==> config.mk <==
export PLATFORM = sky130hd
export DESIGN_NAME = ffha_ctrl
export DESIGN_NICKNAME = d
export VERILOG_FILES = /design/src/rtl/ffha_pkg.sv /design/src/rtl/ffha_ctrl.sv
export SDC_FILE = /design/constraint.sdc
export NUM_CORES = 1
export LEC_CHECK = 0
export BUFFER_PORTS_ARGS = -buffer_cell sky130_fd_sc_hd__buf_2
export CAP_MARGIN = 20
export CORE_AREA = 2 2 39 41
export DETAILED_ROUTE_END_ITERATION = 16
export DIE_AREA = 0 0 41 43
export GPL_TIMING_DRIVEN = 0
export RECOVER_POWER = 100
export SETUP_SLACK_MARGIN = 0.5
export SYNTH_ARGS = -nofsm -noshare
export SYNTH_HDL_FRONTEND = slang
export SYNTH_SLANG_ARGS = --single-unit
export TNS_END_PERCENT = 1
==> constraint.sdc <==
create_clock -name i_clk -period 2.7 [get_ports i_clk]
set_input_delay 0.135 -clock i_clk [delete_from_list [all_inputs] [get_ports i_clk]]
set_output_delay 0.135 -clock i_clk [all_outputs]
set_load 0.01 [all_outputs]
==> src/rtl/ffha_pkg.sv <==
// ----------------------------------------------------------------------------
// ffha_pkg
// Shared types and constants for the first-fit heap allocator: field widths,
// controller states and the command/status bundles between the controller
// and the datapath.
// ----------------------------------------------------------------------------
package ffha_pkg;

    // default arena size in 8-byte units
    localparam int unsigned HEAP_UNITS_DEF = 4096;

    // fixed request/result field widths
    localparam int unsigned SIZE_W = 15;
    localparam int unsigned ADDR_W = 15;
    // need = ceil((size + 8) / 8) is at most 4097
    localparam int unsigned NEED_W = 13;
    // unit index of a payload byte offset
    localparam int unsigned FIDX_W = ADDR_W - 3;

    // request codes
    localparam logic REQ_ALLOC = 1'b0;
    localparam logic REQ_FREE  = 1'b1;

    // controller states
    typedef enum logic [3:0] {
        S_IDLE,
        S_A_CHK,
        S_A_CUR,
        S_A_NXT,
        S_A_SPLIT,
        S_A_TAKE,
        S_A_APP,
        S_F_CHK,
        S_F_WR
    } t_state;

    // header store read select
    typedef enum logic [1:0] {
        RD_NONE,
        RD_CUR,
        RD_NXT,
        RD_FREE
    } t_rd_sel;

    // header store write select
    typedef enum logic [2:0] {
        WR_NONE,
        WR_SPLIT,
        WR_TAKE,
        WR_MERGE,
        WR_APPEND,
        WR_FREE
    } t_wr_sel;

    // walk pointer advance select
    typedef enum logic [1:0] {
        ADV_NONE,
        ADV_RD,
        ADV_LEN,
        ADV_MRG
    } t_adv_sel;

    // current block length register select
    typedef enum logic [1:0] {
        LEN_HOLD,
        LEN_RD,
        LEN_MRG
    } t_len_sel;

    // result select
    typedef enum logic [1:0] {
        RES_NONE,
        RES_CUR,
        RES_TOP,
        RES_ZERO
    } t_res_sel;

    // controller to datapath
    typedef struct packed {
        logic     load;
        t_rd_sel  rd;
        t_wr_sel  wr;
        t_adv_sel adv;
        t_len_sel len;
        t_res_sel res;
    } t_dp_cmd;

    // datapath to controller
    typedef struct packed {
        logic cur_lt_top;
        logic rd_len_zero;
        logic rd_used;
        logic rd_fit;
        logic nxt_lt_top;
        logic mrg_fit;
        logic split_need;
        logic app_fits;
        logic free_ok;
    } t_dp_sts;

endpackage

==> src/rtl/ffha_ctrl.sv <==
// ----------------------------------------------------------------------------
// ffha_ctrl
// Controller for the allocator: sequences the first-fit header walk, merge
// probe, split and append for allocate requests, and the read-modify-write
// of a header for free requests.
// ----------------------------------------------------------------------------
module ffha_ctrl
    import ffha_pkg::*;
(
    input  logic    i_clk,
    input  logic    i_rst_n,
    input  logic    start,
    input  logic    i_req_type,
    input  t_dp_sts i_sts,
    output logic    busy,
    output t_dp_cmd o_cmd
);

    t_state r_state;
    t_state n_state;

    // state register
    always_ff @(posedge i_clk) begin
        if (!i_rst_n) begin
            r_state <= S_IDLE;
        end else begin
            r_state <= n_state;
        end
    end

    // next state
    always_comb begin
        n_state = r_state;
        unique case (r_state)
            S_IDLE: begin
                if (start) begin
                    n_state = (i_req_type == REQ_FREE) ? S_F_CHK : S_A_CHK;
                end
            end
            S_A_CHK: begin
                n_state = i_sts.cur_lt_top ? S_A_CUR : S_A_APP;
            end
            S_A_CUR: begin
                priority if (i_sts.rd_len_zero) begin
                    n_state = S_A_APP;
                end else if (i_sts.rd_used) begin
                    n_state = S_A_CHK;
                end else if (i_sts.rd_fit) begin
                    n_state = S_A_SPLIT;
                end else if (i_sts.nxt_lt_top) begin
                    n_state = S_A_NXT;
                end else begin
                    n_state = S_A_CHK;
                end
            end
            S_A_NXT: begin
                if (!i_sts.rd_used && i_sts.mrg_fit) begin
                    n_state = S_A_SPLIT;
                end else begin
                    n_state = S_A_CHK;
                end
            end
            S_A_SPLIT: n_state = S_A_TAKE;
            S_A_TAKE:  n_state = S_IDLE;
            S_A_APP:   n_state = S_IDLE;
            S_F_CHK:   n_state = i_sts.free_ok ? S_F_WR : S_IDLE;
            S_F_WR:    n_state = S_IDLE;
            default:   n_state = S_IDLE;
        endcase
    end

    // command outputs
    always_comb begin
        o_cmd      = '{load: 1'b0, rd: RD_NONE, wr: WR_NONE, adv: ADV_NONE,
                       len: LEN_HOLD, res: RES_NONE};
        busy       = (r_state != S_IDLE);
        unique case (r_state)
            S_IDLE: begin
                o_cmd.load = start;
            end
            S_A_CHK: begin
                if (i_sts.cur_lt_top) begin
                    o_cmd.rd = RD_CUR;
                end
            end
            S_A_CUR: begin
                o_cmd.len = LEN_RD;
                if (!i_sts.rd_len_zero) begin
                    priority if (i_sts.rd_used) begin
                        o_cmd.adv = ADV_RD;
                    end else if (i_sts.rd_fit) begin
                        o_cmd.adv = ADV_NONE;
                    end else if (i_sts.nxt_lt_top) begin
                        o_cmd.rd = RD_NXT;
                    end else begin
                        o_cmd.adv = ADV_RD;
                    end
                end
            end
            S_A_NXT: begin
                // merge with a free successor, or step past the block
                if (!i_sts.rd_used) begin
                    if (i_sts.mrg_fit) begin
                        o_cmd.len = LEN_MRG;
                    end else begin
                        o_cmd.wr  = WR_MERGE;
                        o_cmd.adv = ADV_MRG;
                    end
                end else begin
                    o_cmd.adv = ADV_LEN;
                end
            end
            S_A_SPLIT: begin
                if (i_sts.split_need) begin
                    o_cmd.wr = WR_SPLIT;
                end
            end
            S_A_TAKE: begin
                o_cmd.wr  = WR_TAKE;
                o_cmd.res = RES_CUR;
            end
            S_A_APP: begin
                if (i_sts.app_fits) begin
                    o_cmd.wr = WR_APPEND;
                end
                o_cmd.res = RES_TOP;
            end
            S_F_CHK: begin
                if (i_sts.free_ok) begin
                    o_cmd.rd = RD_FREE;
                end else begin
                    o_cmd.res = RES_ZERO;
                end
            end
            S_F_WR: begin
                o_cmd.wr  = WR_FREE;
                o_cmd.res = RES_ZERO;
            end
            default: begin
                o_cmd.res = RES_NONE;
            end
        endcase
    end

endmodule

Yosys cells after proc, flatten, opt, wreduce, memory -nomap -nowiden
Index checks and enable logic that the tools add are counted.
Widths: inputs -> output; s select.
{"block": "totals", "memories": 0, "ramBits": 0, "ff_bits": 4, "word_cells": 47, "romBits": 0, "latchBits": 0, "output_inout_bits": 13, "input_bits": 13}
{"block": "classes", "n_div": 0, "muxes": 33, "add_sub_neg": 0, "shift": 0, "eq_ne": 9, "n_mul": 0, "n_reduce_logical": 4, "n_bitwise": 0, "n_lt_le_gt_ge": 0}
{"cell": "$pmux 4 s6", "n": 1}
{"cell": "$mux 2", "n": 11}
{"cell": "$mux 3", "n": 7}
{"cell": "$eq 4x3->1 const B", "n": 4}
{"cell": "$pmux 3 s5", "n": 1}
{"cell": "$mux 4", "n": 3}
{"cell": "$eq 4x2->1 const B", "n": 2}
{"cell": "$pmux 2 s4", "n": 1}
{"cell": "$pmux 4 s2", "n": 1}
{"cell": "$mux 1", "n": 7}
{"cell": "$pmux 2 s3", "n": 1}
{"cell": "$eq 4x1->1 const B", "n": 1}
{"cell": "$eq 4x4->1 const B", "n": 1}
{"cell": "$logic_not 4->1", "n": 1}
{"cell": "$reduce_bool 4->1", "n": 1}
{"cell": "$ne 2x2->1 const B", "n": 1}
{"cell": "$logic_and 1x1->1", "n": 1}
{"cell": "$logic_not 1->1", "n": 1}

Depth between registers and ports, before layout
Gate-level depths: netlist of the first run.
{"block": "depth", "ltp_word": 5, "ltp_mapped": 6, "ltp_nobuf": 4}

Worst setup path before layout of the first run
Ideal clock, no wire load.
{"block": "synth_timing", "kind": "reg2out", "from": "register r_state[2]", "to": "output o_cmd[10] (netlist bit)", "n_path_buf": 1, "path_stages_with_launch": 4, "arrival_ps": 1172, "required_ps": 2565, "path_slack_ps": 1393, "path_cell_list": "dfxtp_1 > buf_2 > or4_1 > a21oi_1"}
{"item": "start, declared", "line": "ffha_ctrl.sv:19", "rtl": "t_state r_state;"}
{"item": "start signal, assigned", "line": "ffha_ctrl.sv:27", "rtl": "r_state <= n_state;"}
{"item": "end, declared", "line": "ffha_ctrl.sv:16", "rtl": "output t_dp_cmd o_cmd"}

==> results.cfg, run 1 <==
[clock_tree]
post_cts_resize_count = 0
cts_hold_buffers = 0
post-cts-setup-buffer-count = 0
cts.sink_count = 4
tritoncts.num_buffers = 3
clk_pin_slew_worst_paths_ns = 0.04
h_tree_depth = 1
worstSkewPairLatency_ns = 0.24
cts.path.max_buffers = 2
tritoncts = built
cts_root_buffer = sky130_fd_sc_hd__clkbuf_4

[timing]
period_share = 0.714
worst-slew-pin-transition_ns = 0.461
setup_violations = 0
max_clock_freq_mhz = 519
setup-tns-final_ns = 0
timing.final.crit_period_ns = 1.93
rsz0062_at_grt = no
slew_headroom = 0.690
post_route_worst_setup_slack_ns = 0.772
hold_viol = 0
slew_violations = 0
layout_skew_ns = 0.00822

[worst_setup_path]
r2r_slack_ns = 1.19
arrival_ns = 1.79
crit_path_max_fanout = 10
worst_r2r_startpoint = r_state[0]
worst-setup-path-type = flop to output port
crit_start = r_state[2]
cp_data_required_time_ns = 2.57
worst_setup_sp_type = flop
endpoint_kind = output port
worstReg2RegEnd = r_state[0]
timing.reg2reg.worst_path_depth = 5

[power_and_ir_drop]
power_uw = 546
leakage_uw = 0.000272
max-vdd-ir-drop_mv = 0.270
power.density_nw_per_um2 = 923

[drt]
drt_iter0_markers = 18
drcViolationCount = 0
routed_wirelength_mm = 1.24
route.antenna.remaining_nets = 0
route.detailed.wl_per_inst_um = 10.6
vias_per_cell = 5.28
firstDrtPassIters = 4
vias = 612

[grt]
via_count_of_the_first_global_routing_pass = 517
grt_start_max_net_pins = 11
grt_remaining_overflow = 0
grt_antenna_before_repair = 0
grtUsageTotal = 0.151
grt_pass1_wl_mm = 1.93

[final_layout]
antenna-diode-count = 0
finish.net_count = 115
layoutNonFillerInstCount = 116
synthToLayoutAreaGrowth_pct = 33.2
largest_register_ffs = 4
final_design_area_no_fill_um2 = 592
largest_register = r_state
fillCellCount = 162
drive_above_1_share = 0.190
largest_regs = r_state x4

[yosys]
ys_ff_latch = 4
yosysTopAreaCell = sky130_fd_sc_hd__dfxtp_1
ys_top_cells_by_area = sky130_fd_sc_hd__dfxtp_1 (18%), sky130_fd_sc_hd__nand2_1 (10%), sky130_fd_sc_hd__a21oi_1 (6.8%)
portion_of_synthesized_cell_area_occupied_by_the_leading_cell_type = 0.180
post_synth_instance_area_um2 = 444
synth.lib_cells_used.distinct = 27
netlist_instances = 72
syn-num-nets = 85
ys_seq_area_frac = 0.180
ys_warn_count = 0
syn_area_per_cell_um2 = 6.17

[floorplanning]
std_cell_rows = 14
io_pins = 26
die_width_um = 41
die_y_um = 43
initial_standard_cell_utilization_of_the_core = 0.321
design.die.area_um2 = 1760
area_of_the_core_um2 = 1380

[outcome]
result_of_the_run = completed

[flow_run]
number_of_max_cap_violations = 0

[placement]
total_placed_instance_area_um2 = 589
routabilityCongestion = 0.795
pre_cts_slack_ns = 1.17
hpwlAfterDp_um = 945
placedCellCount = 113
numPortBuffers = 25

[hold_path]
whs_endpoint = r_state[1]
hold_path_class = input pin to flop
hold_path_depth = 3
timing.hold.worst.start = i_req_type
==> cell type report <==
type	instances	area, µm²	share of cell area
plain buffers	7	27.5	0.0465
clock buffers	3	22.5	0.0381
inverters	4	15.0	0.0254
multi-input cells	57	314	0.531
flip-flops and latches	4	80.1	0.135
well taps	16	20.0	0.0338
repair buffers	25	113	0.190
==> how the worst max path moves through the flow <==
| stage | to | depth (start not counted) | slack, ns |
|---|---|---|---|
| 6_report | o_cmd[0] | 6 | 0.77 |
| 5_1_grt | o_cmd[0] | 6 | 0.63 |
| 4_1_cts | o_cmd[0] | 6 | 0.92 |
| 3_5_place_dp | o_cmd[0] | 6 | 1.17 |
| 3_3_place_gp | o_cmd[0] | 6 | 1.17 |
| 2_1_floorplan | o_cmd[10] | 3 | 1.39 |
==> where the power goes <==
| group | internal [µW] | switching [µW] | leakage [µW] | total, µW |
|---|---|---|---|---|
| combinational | 140 | 243 | 0.000225 | 383 |
| clock | 49.8 | 25.6 | 0.0000138 | 75.4 |
| sequential | 80.2 | 7.57 | 0.0000329 | 87.8 |
| total | 270 | 276 | 0.000272 | 546 |
==> kinds of logic (layout without fill, tap and decap cells) <==
| logic type | after synthesis | in the layout | share of synthesized area |
|---|---|---|---|
| buffers and inverters | 11 | 39 | 0.101 |
| and+or+nand+nor | 39 | 39 | 0.454 |
| AOI/OAI and AO/OA | 17 | 17 | 0.245 |
| DFF | 4 | 4 | 0.180 |
| xor gates and xnor gates | 1 | 1 | 0.0197 |
==> cell usage in the layout (no fill, tap or decap), drive strengths merged <==
cell type,netlist,final
a211oi,3,3
a21o,1,1
a21oi,6,6
a22o,1,1
a31oi,1,1
and2,1,1
and3,1,1
buf,4,16
clkbuf,3,19
dfxtp,4,4
inv,4,4
nand2,12,12
nand2b,4,4
nand3,3,3
nand3b,2,2
nor2,6,6
nor3,5,5
nor4,2,2
o21ai,3,3
o31ai,1,1
o41a,1,1
or2b,1,1
or3b,1,1
or4,1,1
xor2,1,1
==> synth_stat cells <==
cell type                  count
sky130_fd_sc_hd__a211oi_1      3
sky130_fd_sc_hd__a21o_1        1
sky130_fd_sc_hd__a21oi_1       6
sky130_fd_sc_hd__a22o_1        1
sky130_fd_sc_hd__a31oi_1       1
sky130_fd_sc_hd__and2_1        1
sky130_fd_sc_hd__and3_1        1
sky130_fd_sc_hd__buf_1         1
sky130_fd_sc_hd__buf_2         3
sky130_fd_sc_hd__clkbuf_1      3
sky130_fd_sc_hd__dfxtp_1       4
sky130_fd_sc_hd__inv_1         4
sky130_fd_sc_hd__nand2_1      12
sky130_fd_sc_hd__nand2b_1      4
sky130_fd_sc_hd__nand3_1       3
sky130_fd_sc_hd__nand3b_1      2
sky130_fd_sc_hd__nor2_1        6
sky130_fd_sc_hd__nor3_1        4
sky130_fd_sc_hd__nor3_2        1
sky130_fd_sc_hd__nor4_1        2
sky130_fd_sc_hd__o21ai_0       3
sky130_fd_sc_hd__o31ai_1       1
sky130_fd_sc_hd__o41a_1        1
sky130_fd_sc_hd__or2b_1        1
sky130_fd_sc_hd__or3b_1        1
sky130_fd_sc_hd__or4_1         1
sky130_fd_sc_hd__xor2_1        1
==> through the flow <==
| stage | utilization | hold slack [ns] |
|---|---|---|
| after global placement | 0.426 | 0.446 |
| after global routing | 0.428 | 0.236 |
| after CTS | 0.442 | 0.213 |
| after floorplan | - | 0.305 |
| after detailed placement | 0.426 | 0.453 |
| final | 0.428 | 0.202 |
==> per-layer routing <==
metal / share of wire / GRT usage
met1: 0.44 / 0.185
met2: 0.48 / 0.253
met3: 0.068 / 0
met4: 0.018 / 0.0800
met5: 0 / 0
==> critical path, stage by stage, from the launching register on <==
cell and delay [ns]:
sky130_fd_sc_hd__dfxtp_1 0.30, sky130_fd_sc_hd__clkbuf_1 0.28, sky130_fd_sc_hd__clkbuf_1 0.38, sky130_fd_sc_hd__nand2_1 0.13, sky130_fd_sc_hd__a211oi_1 0.23, sky130_fd_sc_hd__a21o_1 0.10, sky130_fd_sc_hd__clkbuf_1 0.14
Power figures use the tool's default switching activity.
==> run 2, diff against run 1 <==
--- a/config.mk
+++ b/config.mk
@@ -5,6 +5,7 @@
 export SDC_FILE = /design/constraint.sdc
 export NUM_CORES = 1
 export LEC_CHECK = 0
+export ABC_AREA = 1
 export BUFFER_PORTS_ARGS = -buffer_cell sky130_fd_sc_hd__buf_2
 export CAP_MARGIN = 20
 export CORE_AREA = 2 2 39 41
==> constraint.sdc (replaced) <==
create_clock -name i_clk -period 1.8 [get_ports i_clk]
set_input_delay 0.09 -clock i_clk [delete_from_list [all_inputs] [get_ports i_clk]]
set_output_delay 0.09 -clock i_clk [all_outputs]
set_load 0.01 [all_outputs]
==> results.cfg, run 2 <==
[timing]
period_share = 0.824
setup_violations = 0
timing.hold.ws_ns = 0.156
worst-slew-pin-transition_ns = 0.363
rsz0062_at_grt = yes
setup-tns-final_ns = 0
hold_viol = 0
slew_headroom = 0.757
timing.final.crit_period_ns = 1.48
layout_skew_ns = 0.00125
max_clock_freq_mhz = 674
slew_violations = 0

[worst_setup_path]
timing.reg2reg.worst_path_depth = 6
crit_path_cell_trace = nor2_1 > nand3_2 > o31ai_1 > inv_1 > nand2_1 > buf_2
r2r_slack_ns = 0.41
worst_r2r_startpoint = r_state[1]
cpPeakStageDelay_ns = 0.35
cp_data_required_time_ns = 1.71
critical-path-slowest-cell = sky130_fd_sc_hd__dfxtp_4
endpoint_kind = output port
worst_setup_sp_type = flop
worstReg2RegEnd = r_state[1]
crit_path_max_fanout = 5
worst-setup-path-type = flop to output port
arrival_ns = 1.39

[drt]
route.antenna.remaining_nets = 0
drcViolationCount = 0
route.detailed.wl_per_inst_um = 9.84
drt_iter0_markers = 4
vias = 573
routed_wirelength_mm = 1.23
vias_per_cell = 4.58
firstDrtPassIters = 4

[yosys]
ys_warn_count = 0
syn-num-nets = 88
ys_ff_latch = 4
ys_seq_area_frac = 0.193
netlist_instances = 75
synth_ff_type = sky130_fd_sc_hd__dfxtp_1
edff_count_synth = 0
post_synth_instance_area_um2 = 415
synth.lib_cells_used.distinct = 17
yosysTopAreaCell = sky130_fd_sc_hd__dfxtp_1
yosys.cell_count.top_type = sky130_fd_sc_hd__inv_1
post_synth_most_frequent_cells = sky130_fd_sc_hd__inv_1 (16), sky130_fd_sc_hd__nand2_1 (15), sky130_fd_sc_hd__nand3_1 (12)
syn_area_per_cell_um2 = 5.54
portion_of_synthesized_cell_area_occupied_by_the_leading_cell_type = 0.193
ys_top_cells_by_area = sky130_fd_sc_hd__dfxtp_1 (19%), sky130_fd_sc_hd__nand3_1 (14%), sky130_fd_sc_hd__inv_1 (14%)
post_synth_arst_share = 0

[floorplanning]
std_cell_rows = 14
area_of_the_core_um2 = 1380
initial_standard_cell_utilization_of_the_core = 0.300
io_pins = 26
design.die.area_um2 = 1760
die_width_um = 41
die_y_um = 43

[final_layout]
mostFrequentLayoutCells = sky130_fd_sc_hd__buf_2 (22), sky130_fd_sc_hd__inv_1 (14), sky130_fd_sc_hd__nand2_1 (14), sky130_fd_sc_hd__nand3_1 (9), sky130_fd_sc_hd__nor2_1 (7)
finish.net_count = 124
largest_regs = r_state x4
synthToLayoutAreaGrowth_pct = 59.9
drive_above_1_share = 0.468
most_common_cell_after_layout_fill_and_taps_aside = sky130_fd_sc_hd__buf_2
largest_register = r_state
largest_register_ffs = 4
antenna-diode-count = 0
fillCellCount = 171
area.sequential_um2 = 90.1
multiInputGateArea_um2 = 299

[placement]
numPortBuffers = 25
hpwlAfterDp_um = 918
routabilityCongestion = 0.718

[clock_tree]
cts_root_buffer = sky130_fd_sc_hd__clkbuf_4
tritoncts.num_buffers = 3
h_tree_depth = 1
cts.sink_count = 4
worstSkewPairLatency_ns = 0.23
clk_pin_slew_worst_paths_ns = 0.04
cts_hold_buffers = 0
cts.path.max_buffers = 2
tritoncts = built

[power_and_ir_drop]
power_uw = 926
leakage_uw = 0.000398
power.density_nw_per_um2 = 1390
max-vdd-ir-drop_mv = 0.722

[hold_path]
timing.hold.worst.start = i_sts[0]
hold_path_depth = 3
whs_endpoint = r_state[3]
hold_path_class = input pin to flop

[outcome]
result_of_the_run = completed

[grt]
grt_start_max_net_pins = 6
grt_antenna_before_repair = 0
via_count_of_the_first_global_routing_pass = 532
grtUsageTotal = 0.165
grt_pass1_wl_mm = 1.99
grt_remaining_overflow = 0

[flow_run]
number_of_max_cap_violations = 0
run 2: changes by cell type in the layout (fill, tap and decap cells not counted), moves of 5 or more:
cell	delta
sky130_fd_sc_hd__a21oi_1	-6
sky130_fd_sc_hd__buf_2	+6
sky130_fd_sc_hd__buf_4	+5
sky130_fd_sc_hd__clkbuf_1	-12
sky130_fd_sc_hd__inv_1	+10
sky130_fd_sc_hd__nand3_1	+6
run 2: how the worst max path moves through the flow:
stage	startpoint	endpoint	cells after the start
5_1_grt	r_state[1]	o_cmd[1]	6
3_3_place_gp	r_state[0]	o_cmd[1]	6
6_report	r_state[1]	o_cmd[1]	6
3_5_place_dp	r_state[0]	o_cmd[1]	6
4_1_cts	r_state[0]	o_cmd[11]	6
2_1_floorplan	r_state[0]	o_cmd[11]	5
run 2: area by class of cell:
cell class | instances | area share
repair buffers | 31 | 0.245
clock buffers | 3 | 0.0339
inverters | 18 | 0.105
flip-flops and latches | 4 | 0.136
well taps | 16 | 0.0301
multi-input cells | 53 | 0.450
run 2: timing repair:
action,CTS,global route
pin swaps,2,1
setup endpoints to repair,12,12
resized for setup,19,7
hold endpoints to repair,0,0
buffers inserted,2,4
run 2: metal layers:
layer	share of wire	track usage	vias to the layer above
li1	-	-	307
met1	0.43	0.196	256
met2	0.54	0.266	10
met3	0.028	0.0157	0
met4	0	0.100	0
met5	0	0	-
run 2: stage by stage:
stage	cell area (µm²)	util	setup slack (ns)	std cells
6_report	664	0.480	0.317	125
5_1_grt	664	0.480	0.218	125
4_1_cts	643	0.465	0.499	121
3_5_place_dp	561	0.405	0.579	116
3_3_place_gp	561	0.405	0.592	116
2_1_floorplan	415	-	0.744	75
run 2: where the power goes:
| group | switching, µW | internal [µW] | leakage [µW] |
|---|---|---|---|
| Combinational | 375 | 258 | 0.000349 |
| Sequential | 46.7 | 135 | 0.0000350 |
| Clock | 36.1 | 74.5 | 0.0000138 |
run 2: cell families after synthesis:
| group | count (synthesis) | synth area share |
|---|---|---|
| compound gates | 8 | 0.117 |
| buf+inv | 18 | 0.163 |
| flops | 4 | 0.193 |
| simple gates | 45 | 0.527 |
run 2: worst max-delay path: cells and delay by family (launching register included):
kind	cells	cell delay (ns)
AND/OR/NAND/NOR	3	0.52
flip-flops	1	0.35
buffers and inverters	2	0.20
AO/OA/AOI/OAI	1	0.10
==> run 3, diff against run 2 <==
--- a/config.mk
+++ b/config.mk
@@ -5,7 +5,7 @@
 export SDC_FILE = /design/constraint.sdc
 export NUM_CORES = 1
 export LEC_CHECK = 0
-export ABC_AREA = 1
+export ABC_AREA = 0
 export BUFFER_PORTS_ARGS = -buffer_cell sky130_fd_sc_hd__buf_2
 export CAP_MARGIN = 20
 export CORE_AREA = 2 2 39 41
==> constraint.sdc (replaced) <==
create_clock -name i_clk -period 1.5 [get_ports i_clk]
set_input_delay 0.075 -clock i_clk [delete_from_list [all_inputs] [get_ports i_clk]]
set_output_delay 0.075 -clock i_clk [all_outputs]
set_load 0.01 [all_outputs]
==> results.cfg, run 3 (synthesis gave the netlist of run 1 again) <==
[power_and_ir_drop]
leakage_uw = 0.000372
power.density_nw_per_um2 = 1760
max-vdd-ir-drop_mv = 0.746

[drt]
route.antenna.remaining_nets = 0
vias = 617
vias_per_cell = 5.23
routed_wirelength_mm = 1.38
route.detailed.wl_per_inst_um = 11.7
firstDrtPassIters = 5
drt_iter0_markers = 13
drcViolationCount = 0

[worst_setup_path]
critical-path-slowest-cell = sky130_fd_sc_hd__or4_4
crit_path_max_fanout = 9
worst_r2r_startpoint = r_state[2]
worst-setup-path-type = flop to output port
worst_setup_sp_type = flop
crit_path_cell_trace = buf_6 > or4_4 > a21oi_4 > buf_2
cpPeakStageDelay_ns = 0.49
timing.critical_path.buf_inv = 2
crit_start = r_state[2]
arrival_ns = 1.41
endpoint_kind = output port
cp_data_required_time_ns = 1.42
worst_path_dominant_cell_family = simple AND/OR/NAND/NOR gates

[grt]
grt_remaining_overflow = 0
grtUsageTotal = 0.178
grt_start_max_net_pins = 11
grt_antenna_before_repair = 0
grt_pass1_wl_mm = 2.13
via_count_of_the_first_global_routing_pass = 522

[timing]
rsz0062_at_grt = yes
period_share = 0.991
slew_violations = 0
setup-tns-final_ns = 0
timing.final.crit_period_ns = 1.49
layout_skew_ns = 0.00591
timing.hold.ws_ns = 0.154
slew_headroom = 0.800
hold_viol = 0
worst-slew-pin-transition_ns = 0.297
setup_violations = 0
max_clock_freq_mhz = 673

[clock_tree]
cts_hold_buffers = 0
cts.sink_count = 4
tritoncts.num_buffers = 3
worstSkewPairLatency_ns = 0.24
cts_root_buffer = sky130_fd_sc_hd__clkbuf_4
tritoncts = built
cts.path.max_buffers = 2
clk_pin_slew_worst_paths_ns = 0.04
h_tree_depth = 1

[floorplanning]
area_of_the_core_um2 = 1380
die_width_um = 41
std_cell_rows = 14
die_y_um = 43
design.die.area_um2 = 1760
io_pins = 26
initial_standard_cell_utilization_of_the_core = 0.321

[final_layout]
largest_register_ffs = 4
mostFrequentLayoutCells = sky130_fd_sc_hd__buf_2 (26), sky130_fd_sc_hd__nand2_1 (12), sky130_fd_sc_hd__nor2_1 (6), sky130_fd_sc_hd__a21oi_1 (5)
antenna-diode-count = 0
finish.net_count = 117
drive_above_1_share = 0.471
synthToLayoutAreaGrowth_pct = 68.7
largest_register = r_state
final_core_util = 0.542
most_common_cell_after_layout_fill_and_taps_aside = sky130_fd_sc_hd__buf_2
largest_regs = r_state x4
layoutNonFillerInstCount = 118

[hold_path]
timing.hold.worst.start = i_req_type
hold_path_class = input pin to flop

[placement]
placedCellCount = 113
numPortBuffers = 25
routabilityCongestion = 0.781
hpwlAfterDp_um = 967

[outcome]
result_of_the_run = completed

[flow_run]
number_of_max_cap_violations = 0
==> run 3: changes by cell type in the layout (fill, tap and decap cells not counted), sizes merged, moves of 4 or more <==
cell,delta
a21oi,+5
nand2b,+4
buf,+6
nand2,-4
nor2,-6
nand3,-10
inv,-14
==> run 3: worst register-to-register path: stages, from the launching register on <==
cell and delay, ns:
sky130_fd_sc_hd__dfxtp_1 0.29, sky130_fd_sc_hd__buf_6 0.14, sky130_fd_sc_hd__nor4_2 0.35, sky130_fd_sc_hd__nand2_1 0.10
sky130_fd_sc_hd__o41a_1 0.11, sky130_fd_sc_hd__a31oi_1 0.19
==> run 3: final timing paths <==
check                             endpoint  slack [ns]  cells past startpoint
worst max-delay path             o_cmd[10]        0.01                      4
worst min-delay path            r_state[1]        0.15                      3
worst min register to register  r_state[3]        0.64                      3
worst max register to register  r_state[2]        0.24                      5
==> run 3: power by group <==
part | internal, µW | switching [µW]
Combinational | 468 | 539
Sequential | 148 | 28.9
Clock | 89.6 | 44.8
Total | 706 | 613
==> run 3: stage by stage <==
step                worst slack (ns)  power [µW]  instance area (µm²)
finish                        0.0138        1320                  749
global route                 -0.0611        1430                  749
CTS                          0.00361        1180                  692
detailed placement             0.159         991                  649
global placement               0.155         993                  649
floorplan                      0.333         795                  504
==> run 3: layer usage <==
layer / vias to the layer above / track usage / wire length (µm) / part of all wire
met3: 2 / 0.0314 / 103 / 0.075
met2: 33 / 0.272 / 657 / 0.48
met4: 0 / 0.100 / 10 / 0.0072
met5: - / 0 / 0 / 0
li1: 309 / - / - / -
met1: 273 / 0.222 / 610 / 0.44
==> run 3: layout make-up <==
| cell class | instances | area [µm²] |
|---|---|---|
| fill | 138 | 634 |
| sequential | 4 | 82.6 |
| buffer | 7 | 78.8 |
| tap | 16 | 20.0 |
| multi-input combinational | 57 | 390 |
| clock buffer | 3 | 22.5 |
| timing repair buffer | 27 | 140 |
| inverter | 4 | 15.0 |
==> run 3: what timing repair did <==
item | in CTS | in global routing
setup endpoints to repair | 17 | 17
endpoints found under the hold margin | 0 | 0
pin swaps | 1 | 5
buffers inserted | 0 | 2
gates resized for setup | 5 | 15
